--- src/rtl/cpfr_pkg.sv ---
// Shared types, codes and defaults for the checksummed pair frame receiver.
`timescale 1ns / 1ps

package cpfr_pkg;

  // Default number of table entries a frame may update
  localparam int PAIR_COUNT_DEF = 16;

  // Configuration register indexes
  localparam logic [1:0] CFG_START_MARKER  = 2'd0;
  localparam logic [1:0] CFG_END_MARKER    = 2'd1;
  localparam logic [1:0] CFG_TIMEOUT_TICKS = 2'd2;

  // Configuration reset values
  localparam logic [7:0] START_MARKER_RST  = 8'd2;
  localparam logic [7:0] END_MARKER_RST    = 8'd3;
  localparam logic [7:0] TIMEOUT_TICKS_RST = 8'd10;

  // Frame status codes
  localparam logic [2:0] ST_OK       = 3'd0;
  localparam logic [2:0] ST_TIMEOUT  = 3'd1;
  localparam logic [2:0] ST_BAD_LEN  = 3'd2;
  localparam logic [2:0] ST_CHECKSUM = 3'd3;
  localparam logic [2:0] ST_END      = 3'd4;

  // Operations of the shared arithmetic unit
  typedef enum logic [1:0] {
    ALU_ADD,
    ALU_EQ,
    ALU_LT
  } alu_op_t;

  typedef struct packed {
    alu_op_t    op;
    logic [7:0] a;
    logic [7:0] b;
  } alu_req_t;

  typedef struct packed {
    logic [7:0] sum;
    logic       flag;
  } alu_rsp_t;

endpackage

--- src/rtl/cpfr_alu.sv ---
// Shared 8-bit add and compare unit used by the frame sequencer.
`timescale 1ns / 1ps

module cpfr_alu (
  input  cpfr_pkg::alu_req_t req,
  output cpfr_pkg::alu_rsp_t rsp
);
  import cpfr_pkg::*;

  logic [7:0] sum;

  assign sum = req.a + req.b;

  // Select the flag for the requested operation; an add flags a zero sum
  always_comb begin
    rsp.sum = sum;
    case (req.op)
      ALU_ADD: rsp.flag = (sum == 8'd0);
      ALU_EQ:  rsp.flag = (req.a == req.b);
      ALU_LT:  rsp.flag = (req.a < req.b);
      default: rsp.flag = 1'b0;
    endcase
  end

endmodule

--- src/rtl/checksummed_pair_frame_receiver_unit.sv ---
// Top level: frame parser with payload store and a sequencer around one shared ALU.
// Beats are taken one at a time: item_stall stays high until the sequencer is idle again.
// Each step runs through the shared ALU. A good end byte then emits each stored pair whose
// index is in range, read from the registered store, and closes with an ok status; result
// stalls hold the sequencer. A result may wait in the output register while the next beat
// is taken. Reset (rst, synchronous, active high) restores markers, timeout and counters;
// the payload store is not cleared.
`timescale 1ns / 1ps

module checksummed_pair_frame_receiver_unit #(
  parameter int PAIR_COUNT = cpfr_pkg::PAIR_COUNT_DEF
) (
  input  logic       clk,
  input  logic       rst,
  // configuration write port
  input  logic       cfg_write,
  input  logic [1:0] cfg_index,
  input  logic [7:0] cfg_data,
  // input beats
  input  logic       item_valid,
  output logic       item_stall,
  input  logic       mode,
  input  logic [7:0] rx_byte,
  // result beats
  output logic       result_valid,
  input  logic       result_stall,
  output logic       is_status,
  output logic [2:0] status,
  output logic [3:0] entry_index,
  output logic [7:0] entry_value,
  output logic       last
);
  import cpfr_pkg::*;

  localparam int STORE_DEPTH = 2 * PAIR_COUNT;
  localparam int ADDR_W      = (STORE_DEPTH > 1) ? $clog2(STORE_DEPTH) : 1;
  localparam int LEN_W       = $clog2(STORE_DEPTH + 1);
  localparam logic [7:0] DEPTH_B = 8'(STORE_DEPTH);
  localparam logic [7:0] PAIRS_B = 8'(PAIR_COUNT);

  typedef enum logic [2:0] {
    PH_HUNT,
    PH_LEN,
    PH_PAYLOAD,
    PH_CHECK,
    PH_END
  } phase_t;

  typedef enum logic [3:0] {
    S_IDLE,
    S_BYTE,
    S_PAY_CNT,
    S_PAY_CMP,
    S_TICK_INC,
    S_TICK_CMP,
    S_E_CHK,
    S_E_IDX,
    S_E_VAL,
    S_STATUS
  } state_t;

  state_t     state;
  phase_t     phase;
  logic [7:0] start_marker;
  logic [7:0] end_marker;
  logic [7:0] timeout_ticks;
  logic [7:0] byte_q;
  logic [LEN_W-1:0] frame_length;
  logic [LEN_W-1:0] bytes_taken;
  logic [LEN_W-1:0] ptr;
  logic [7:0] running_sum;
  logic [7:0] elapsed_ticks;
  logic [2:0] status_q;
  logic [3:0] idx_q;
  logic       keep;

  logic [7:0] store [STORE_DEPTH];
  logic [7:0] rd_data;
  logic [ADDR_W-1:0] rd_addr;

  alu_req_t req;
  alu_rsp_t rsp;
  logic     can_load;
  logic     load_beat;
  logic     in_frame;

  cpfr_alu u_alu (
    .req (req),
    .rsp (rsp)
  );

  assign item_stall = (state != S_IDLE);
  assign can_load   = !result_valid || !result_stall;
  assign load_beat  = can_load && ((state == S_E_VAL && keep) || (state == S_STATUS));
  assign in_frame   = (phase == PH_PAYLOAD) || (phase == PH_CHECK) || (phase == PH_END);

  // Read the index byte at the pair start, then the value byte right after it
  assign rd_addr = (state == S_E_CHK) ? ptr[ADDR_W-1:0] : (ptr[ADDR_W-1:0] | ADDR_W'(1));

  // Payload store: write during payload bytes, registered read for emission
  always_ff @(posedge clk) begin
    if (state == S_BYTE && phase == PH_PAYLOAD) begin
      store[bytes_taken[ADDR_W-1:0]] <= byte_q;
    end
    rd_data <= store[rd_addr];
  end

  // Drive the shared unit from the current step
  always_comb begin
    req.op = ALU_EQ;
    req.a  = byte_q;
    req.b  = start_marker;
    case (state)
      S_BYTE: begin
        case (phase)
          PH_LEN: begin
            req.op = ALU_LT;
            req.a  = DEPTH_B;
            req.b  = byte_q;
          end
          PH_PAYLOAD, PH_CHECK: begin
            req.op = ALU_ADD;
            req.a  = byte_q;
            req.b  = running_sum;
          end
          PH_END: begin
            req.b = end_marker;
          end
          default: begin
            req.b = start_marker;
          end
        endcase
      end
      S_PAY_CNT: begin
        req.op = ALU_ADD;
        req.a  = 8'(bytes_taken);
        req.b  = 8'd1;
      end
      S_PAY_CMP: begin
        req.op = ALU_LT;
        req.a  = 8'(bytes_taken);
        req.b  = 8'(frame_length);
      end
      S_TICK_INC: begin
        req.op = ALU_ADD;
        req.a  = elapsed_ticks;
        req.b  = {7'd0, (elapsed_ticks != 8'hFF)};
      end
      S_TICK_CMP: begin
        req.op = ALU_LT;
        req.a  = elapsed_ticks;
        req.b  = timeout_ticks;
      end
      S_E_CHK: begin
        req.op = ALU_LT;
        req.a  = 8'(ptr);
        req.b  = 8'(frame_length);
      end
      S_E_IDX: begin
        req.op = ALU_LT;
        req.a  = rd_data;
        req.b  = PAIRS_B;
      end
      S_E_VAL: begin
        req.op = ALU_ADD;
        req.a  = 8'(ptr);
        req.b  = 8'd2;
      end
      default: begin
        req.op = ALU_EQ;
      end
    endcase
  end

  // Sequencer, frame state and output register
  always_ff @(posedge clk) begin
    if (rst) begin
      state         <= S_IDLE;
      phase         <= PH_HUNT;
      start_marker  <= START_MARKER_RST;
      end_marker    <= END_MARKER_RST;
      timeout_ticks <= TIMEOUT_TICKS_RST;
      frame_length  <= '0;
      bytes_taken   <= '0;
      running_sum   <= 8'd0;
      elapsed_ticks <= 8'd0;
      result_valid  <= 1'b0;
    end else begin
      // Take registers from the write port
      if (cfg_write) begin
        case (cfg_index)
          CFG_START_MARKER:  start_marker  <= cfg_data;
          CFG_END_MARKER:    end_marker    <= cfg_data;
          CFG_TIMEOUT_TICKS: timeout_ticks <= cfg_data;
          default: ;
        endcase
      end

      // Drop the result beat once it is taken, unless a new one replaces it
      if (result_valid && !result_stall && !load_beat) begin
        result_valid <= 1'b0;
      end

      case (state)
        S_IDLE: begin
          if (item_valid) begin
            byte_q <= rx_byte;
            if (!mode) begin
              state <= S_BYTE;
            end else if (in_frame) begin
              state <= S_TICK_INC;
            end
          end
        end
        S_BYTE: begin
          case (phase)
            PH_HUNT: begin
              if (rsp.flag) begin
                phase <= PH_LEN;
              end
              state <= S_IDLE;
            end
            PH_LEN: begin
              if (rsp.flag || byte_q[0]) begin
                status_q <= ST_BAD_LEN;
                state    <= S_STATUS;
              end else begin
                frame_length  <= byte_q[LEN_W-1:0];
                bytes_taken   <= '0;
                running_sum   <= 8'd0;
                elapsed_ticks <= 8'd0;
                phase         <= (byte_q == 8'd0) ? PH_CHECK : PH_PAYLOAD;
                state         <= S_IDLE;
              end
            end
            PH_PAYLOAD: begin
              running_sum <= rsp.sum;
              state       <= S_PAY_CNT;
            end
            PH_CHECK: begin
              if (rsp.flag) begin
                phase <= PH_END;
                state <= S_IDLE;
              end else begin
                status_q <= ST_CHECKSUM;
                state    <= S_STATUS;
              end
            end
            PH_END: begin
              if (rsp.flag) begin
                ptr   <= '0;
                state <= S_E_CHK;
              end else begin
                status_q <= ST_END;
                state    <= S_STATUS;
              end
            end
            default: begin
              phase <= PH_HUNT;
              state <= S_IDLE;
            end
          endcase
        end
        S_PAY_CNT: begin
          bytes_taken <= rsp.sum[LEN_W-1:0];
          state       <= S_PAY_CMP;
        end
        S_PAY_CMP: begin
          if (!rsp.flag) begin
            phase <= PH_CHECK;
          end
          state <= S_IDLE;
        end
        S_TICK_INC: begin
          elapsed_ticks <= rsp.sum;
          state         <= S_TICK_CMP;
        end
        S_TICK_CMP: begin
          if (!rsp.flag) begin
            status_q <= ST_TIMEOUT;
            state    <= S_STATUS;
          end else begin
            state <= S_IDLE;
          end
        end
        S_E_CHK: begin
          if (rsp.flag) begin
            state <= S_E_IDX;
          end else begin
            status_q <= ST_OK;
            state    <= S_STATUS;
          end
        end
        S_E_IDX: begin
          keep  <= rsp.flag;
          idx_q <= rd_data[3:0];
          state <= S_E_VAL;
        end
        S_E_VAL: begin
          // Skip pairs whose index is out of range, else hold until the output frees
          if (!keep) begin
            ptr   <= rsp.sum[LEN_W-1:0];
            state <= S_E_CHK;
          end else if (can_load) begin
            result_valid <= 1'b1;
            is_status    <= 1'b0;
            status       <= ST_OK;
            entry_index  <= idx_q;
            entry_value  <= rd_data;
            last         <= 1'b0;
            ptr          <= rsp.sum[LEN_W-1:0];
            state        <= S_E_CHK;
          end
        end
        S_STATUS: begin
          if (can_load) begin
            result_valid <= 1'b1;
            is_status    <= 1'b1;
            status       <= status_q;
            entry_index  <= 4'd0;
            entry_value  <= 8'd0;
            last         <= 1'b1;
            phase        <= PH_HUNT;
            state        <= S_IDLE;
          end
        end
        default: begin
          state <= S_IDLE;
        end
      endcase
    end
  end

  // A status beat always closes the run, and only a status beat does
  a_last_is_status: assert property (@(posedge clk) disable iff (rst)
    result_valid |-> (last == is_status))
    else $error("last does not match is_status");

  // Update beats carry an ok code
  a_update_ok: assert property (@(posedge clk) disable iff (rst)
    (result_valid && !is_status) |-> (status == ST_OK))
    else $error("update beat with nonzero status");

  // Payload phase never holds more bytes than the frame length
  a_payload_count: assert property (@(posedge clk) disable iff (rst)
    (phase == PH_PAYLOAD && state == S_IDLE) |-> (bytes_taken < frame_length))
    else $error("payload count reached frame length without leaving payload phase");

  // Emission reads only pairs inside the frame
  a_emit_bound: assert property (@(posedge clk) disable iff (rst)
    (state == S_E_IDX) |-> (ptr < frame_length))
    else $error("pair pointer past frame length");

  // A new result beat is loaded only into a free output register
  a_no_overwrite: assert property (@(posedge clk) disable iff (rst)
    (result_valid && result_stall) |=> (result_valid && $stable(last) && $stable(status)))
    else $error("pending result beat overwritten");

endmodule
--- config.mk ---
export PLATFORM = sky130hd
export DESIGN_NAME = checksummed_pair_frame_receiver_unit
export DESIGN_NICKNAME = d
export VERILOG_FILES = /design/src/rtl/cpfr_pkg.sv /design/src/rtl/cpfr_alu.sv /design/src/rtl/checksummed_pair_frame_receiver_unit.sv
export SDC_FILE = /design/constraint.sdc
export NUM_CORES = 1
export LEC_CHECK = 0
export BUFFER_PORTS_ARGS = -buffer_cell sky130_fd_sc_hd__clkbuf_2
export CORE_MARGIN = 8
export CORE_UTILIZATION = 50
export DETAILED_ROUTE_END_ITERATION = 10
export GPL_TIMING_DRIVEN = 0
export PLACE_DENSITY = 0.66
export SYNTH_ARGS = -nofsm -noshare
export SYNTH_HDL_FRONTEND = slang
export SYNTH_SLANG_ARGS = --single-unit
--- constraint.sdc ---
create_clock -name clk -period 8.43 [get_ports clk]
set_input_delay 0.4215 -clock clk [delete_from_list [all_inputs] [get_ports clk]]
set_output_delay 0.4215 -clock clk [all_outputs]
set_load 0.03 [all_outputs]
# Word level (Yosys, flattened, before mapping)
# Memories as Yosys holds them, arrays and structs flattened. A register that Yosys moved wholly into a read port is not among the register bits.
# Cells that the tools add are included.
[op_classes] n_eq_ne=41 n_reduce_logical=45 n_mux=64 bitwise_logic=2 add_sub_neg=1 n_lt_le_gt_ge=1
[ops] operator="$pmux W16 S8" n=1
[ops] operator="$mux W4" n=12
[ops] operator="$pmux W8 S2" n=3
[ops] operator="$mux W8" n=5
[ops] operator="$mux W6" n=6
[ops] operator="$pmux W4 S9" n=1
[ops] operator="$mux W3" n=11
[ops] operator="$pmux W3 S3" n=3
[ops] operator="$ne A2 B2 Y1 const B" n=12
[ops] operator="$ne A3 B3 Y1 const B" n=8
[ops] operator="$pmux W6 S2" n=2
[ops] operator="$pmux W8 S3" n=1
[ops] operator="$pmux W10 S2" n=1
[ops] operator="$eq A4 B3 Y1 const B" n=4
[ops] operator="$logic_not A8 Y1" n=2
[ops] operator="$pmux W4 S4" n=1
[ops] operator="$reduce_and A3 Y1" n=5
[ops] operator="$pmux W3 S4" n=1
[ops] operator="$mux W1" n=10
[ops] operator="$reduce_and A5 Y1" n=2
[ops] operator="$reduce_bool A2 Y1" n=5
[ops] operator="$add A8 B8 Y8" n=1
[ops] operator="$eq A4 B2 Y1 const B" n=2
[ops] operator="$eq A4 B4 Y1 const B" n=2
[ops] operator="other kinds (32)" n=53
[totals] mem_count=1 ram_bits=256 output_inout_bits=19 word_cells=174 register_bits=98
[mem_list] memory="store" depth=32 word_bits=8 read_ports=1 rd_ports_with_merged_regs=1 write_ports=1 line_no="checksummed_pair_frame_receiver_unit.sv:77" rtl="logic [7:0] store [STORE_DEPTH];"

# Depth between registers and ports, before layout
[logic_depth] depth_word=11 ltp_mapped=20 depth_no_buf=18

# Modules after synthesis
# A second synthesis with hierarchy kept.
[unflattened] hier_cells=1195 hier_area_um2=15725.1
[modules_own_cells] mod="checksummed_pair_frame_receiver_unit" seq_area_each_um2=10189.8 cells_each=1116 n_inst=1 area_each_um2=15138.3
[modules_own_cells] mod="cpfr_alu" seq_area_each_um2=0.0 cells_each=79 n_inst=1 area_each_um2=586.8

# Worst setup path before layout
# OpenSTA, ideal clock, no wires.
[synth_timing] kind="register to register" startpoint="register state[3]" endpoint="register ptr[0], enable pin" path_buffers=2 setup_ns=0.363 synth_period_minus_slack_ns=4.571 arrival_time_ns=4.208 path_stages_with_launch=19 slack_ns=3.859 path_cell_list="dfxtp_1 -> clkbuf_1 -> clkbuf_1 -> nor2_1 -> nand2_1 -> and2_1 -> o21ai_1 -> a221o_1 -> ha_1 -> fa_1 -> a211oi_2 -> nor2_1 -> xnor2_1 -> o2111a_2 -> o2111ai_4 -> and2_4 -> inv_2 -> nand2_1 -> a21oi_1"
[synth_lines] element="from (decl)" line_no="checksummed_pair_frame_receiver_unit.sv:62" rtl="state_t state;"
[synth_lines] element="from (signal assigned)" line_no="checksummed_pair_frame_receiver_unit.sv:178" rtl="state <= S_IDLE;"
[synth_lines] element="from (signal assigned)" line_no="checksummed_pair_frame_receiver_unit.sv:209" rtl="state <= S_BYTE;"
[synth_lines] element="from (signal assigned)" line_no="checksummed_pair_frame_receiver_unit.sv:211" rtl="state <= S_TICK_INC;"
[synth_lines] element="to (signal assigned)" line_no="checksummed_pair_frame_receiver_unit.sv:302" rtl="ptr <= rsp.sum[LEN_W-1:0];"
[synth_lines] element="to (signal assigned)" line_no="checksummed_pair_frame_receiver_unit.sv:311" rtl="ptr <= rsp.sum[LEN_W-1:0];"
[synth_lines] element="to (decl)" line_no="checksummed_pair_frame_receiver_unit.sv:70" rtl="logic [LEN_W-1:0] ptr;"

==> impl_metrics.toml <==
[placed_design]
port_buffers = 42
placed_cells = 1440
dpl.hpwl_um = 24500
gp_congestion = 0.927

[timing]
maxSlewHeadroom_pct = 5.41
period_minus_slack_ns = 6.04
max_freq_mhz = 166
tightest_slew_ns = 1.42
finalHoldViolations = 0
skew_ns = 0.0228
period_share_pct = 71.7
setup_violations = 0
timing.hold.ws_ns = 0.0692
setup_tns_ns = 0
rsz0062_at_grt = "no"
finalMaxSlewViolations = 0

[logic_synthesis]
yosys-top-cells-count = "294 x edfxtp_1, 137 x nor2_1, 80 x mux4_2"
synth_enable_flop_cells = 294
synthArstFlopShare_pct = 0
netlist_area_um2 = 15300
ys_seq_area_share_pct = 66.7
syn_nets = 1039
yosysMostFrequentCell = "edfxtp_1"
ys_top_cells_by_area = "edfxtp_1 58%, mux4_2 12%, dfxtp_1 8.9%"
synth.distinct_cells = 72
ys_ff_latch = 362
ys_warn_count = 0
yosysTopAreaCell = "edfxtp_1"
synth_cells = 999
synth_top_area_share_pct = 57.8
syn_avg_cell_area_um2 = 15.3
ys.flop_type = "edfxtp_1"

[detailed_routing]
via_per_inst = 6.12
route.vias.total = 9272
wire_per_inst_um = 24.4
antenna_left = 0
drt-initial-drc-count = 935
drt_pre_antenna_iters = 5
wl_um = 37000
drc = 0

[critical_path]
path_cells = "clkbuf_1 > nand2b_1 > nor2_1 > and2_1 > clkbuf_1 > a22oi_1 > nand3_1 > a21oi_1 > o21ai_0 > ha_1 > fa_1 > a211oi_2 > nor2_1 > xnor2_1 > o2111a_2 > o2111ai_4 > and2_4 > inv_2 > nand2_1 > a21oi_1"
critical_path.max_stage_delay_ns = 0.62
crit_required_ns = 8.60
slowest_stage = "a21oi_1"
cp_max_fo = 10
rrSetupSlack_ns = 2.39
startpoint_type = "flip-flop"
worstSetupEndpointType = "flip-flop"
critical_path_class = "reg -> reg"
arrival_ns = 6.21

[global_routing]
grt_util_all_layers_pct = 20.2
grt_max_degree = 37
antenna_found_initial = 0
grt_remaining_overflow = 0
grt_pass1_vias = 8890
grt_pass1_wl_um = 55400

[pwr]
p_per_area_nw_per_um2 = 225
power_mw = 3.91
power_leakage_nw = 5.76
ir_drop_uv = 215

[layout]
finalNetCount = 1129
area_delta_synth_final_pct = 13.8
stdcell_count = 1516
final_core_util_pct = 57.3
diodes = 0
drive_above_1_share_pct = 20.3

[clock_tree]
clk_pin_slew_ns = 0.06
tritoncts = "yes"
htree_levels = 2
root_buffer = "clkbuf_16"
post_cts_buffers = 0
clk_latency_ns = 0.54
cts_max_path_buffers = 3
clock-sinks = 362
postCtsHoldBufs = 0
cts_buffers = 39
cts_resized = 0

[die]
die-height_um = 191
die_w_um = 191
io_pins = 43
initial_utilization_pct = 50.3
dieArea_um2 = 36400
row_count = 64
coreArea_um2 = 30300

[min_path]
hp-class = "in -> reg"

[run_status]
status = "finished clean"

[run]
drv_cap = 0
-- sequential cells by signal, summed over array words and instances (netlist names), 6 cells and up --
| register | flops |
|---|---|
| store | 256 |
| byte_q | 8 |
| elapsed_ticks | 8 |
| end_marker | 8 |
| entry_value | 8 |
| rd_data | 8 |
| running_sum | 8 |
| start_marker | 8 |
| timeout_ticks | 8 |
| bytes_taken | 6 |
| frame_length | 6 |
| ptr | 6 |
-- metal layers --
layer	track usage [%]	routed length, um	share of wire, %
met4	5.22	828	2.2
met3	3.27	2820	7.6
met2	32.7	17800	48
met5	0	0	0
met1	28.2	15600	42
-- final timing paths --
path	startpoint	endpoint	cells past startpoint
worst min register to register	timeout_ticks[3]$_SDFFE_PP1P_	timeout_ticks[3]$_SDFFE_PP1P_	1
worst min-delay path	rx_byte[3]	byte_q[3]$_DFFE_PP_	1
worst max-delay path	state[3]$_SDFFE_PP0P_	ptr[1]$_SDFFCE_PP0P_	20
worst max register to register	state[3]$_SDFFE_PP0P_	ptr[1]$_SDFFCE_PP0P_	20
-- power by group --
part / switching [mW] / internal [mW] / leakage, nW
Sequential: 0.0294 / 1.95 / 3.20
Clock: 0.692 / 0.972 / 0.624
Combinational: 0.175 / 0.0923 / 1.93
-- logic make-up after synthesis --
logic type                 share of synthesized area [%]
xor gates and xnor gates                           0.459
AOI/OAI and AO/OA                                   6.24
and+or+nand+nor                                     8.78
buffers and inverters                               2.32
adders and majority gates                           1.36
DFF                                                 66.7
muxes                                               14.2
-- critical path, delay by kind of cell (launching register included) --
kind,cells,cell delay (ns)
xor gates and xnor gates,1,0.49
buffers and inverters,3,0.65
adders and majority gates,2,0.82
DFF,1,0.31
and+or+nand+nor,7,1.35
AOI/OAI and AO/OA,7,2.02
-- placed cells by master (no fill, tap or decap), types with 27 or more instances in the layout --
cell       Yosys  routed
a21oi_1       40      40
clkbuf_1      37      43
clkbuf_16      0      40
clkbuf_2       0      42
dfxtp_1       68      68
edfxtp_1     294     294
mux2i_1       27      27
mux4_2        80      80
nand2_1       45      45
nor2_1       137     137
-- stage by stage --
step                      worst slack (ns)  area [um^2]
after floorplan                       3.86        15300
after global placement                2.52        16000
after detailed placement              2.56        16000
after CTS                             2.48        17300
after global routing                  2.07        17400
final                                 2.39        17400
-- final cells by class --
cell class	count	area, um^2
fill	2385	13000
sequential	362	10200
multi-input combinational	558	4740
clock buffer	50	1080
tap	396	495
timing repair buffer	49	333
buffer	55	264
clock inverter	22	185
inverter	24	90.1
Note: power is estimated with default switching activity, not from simulation.
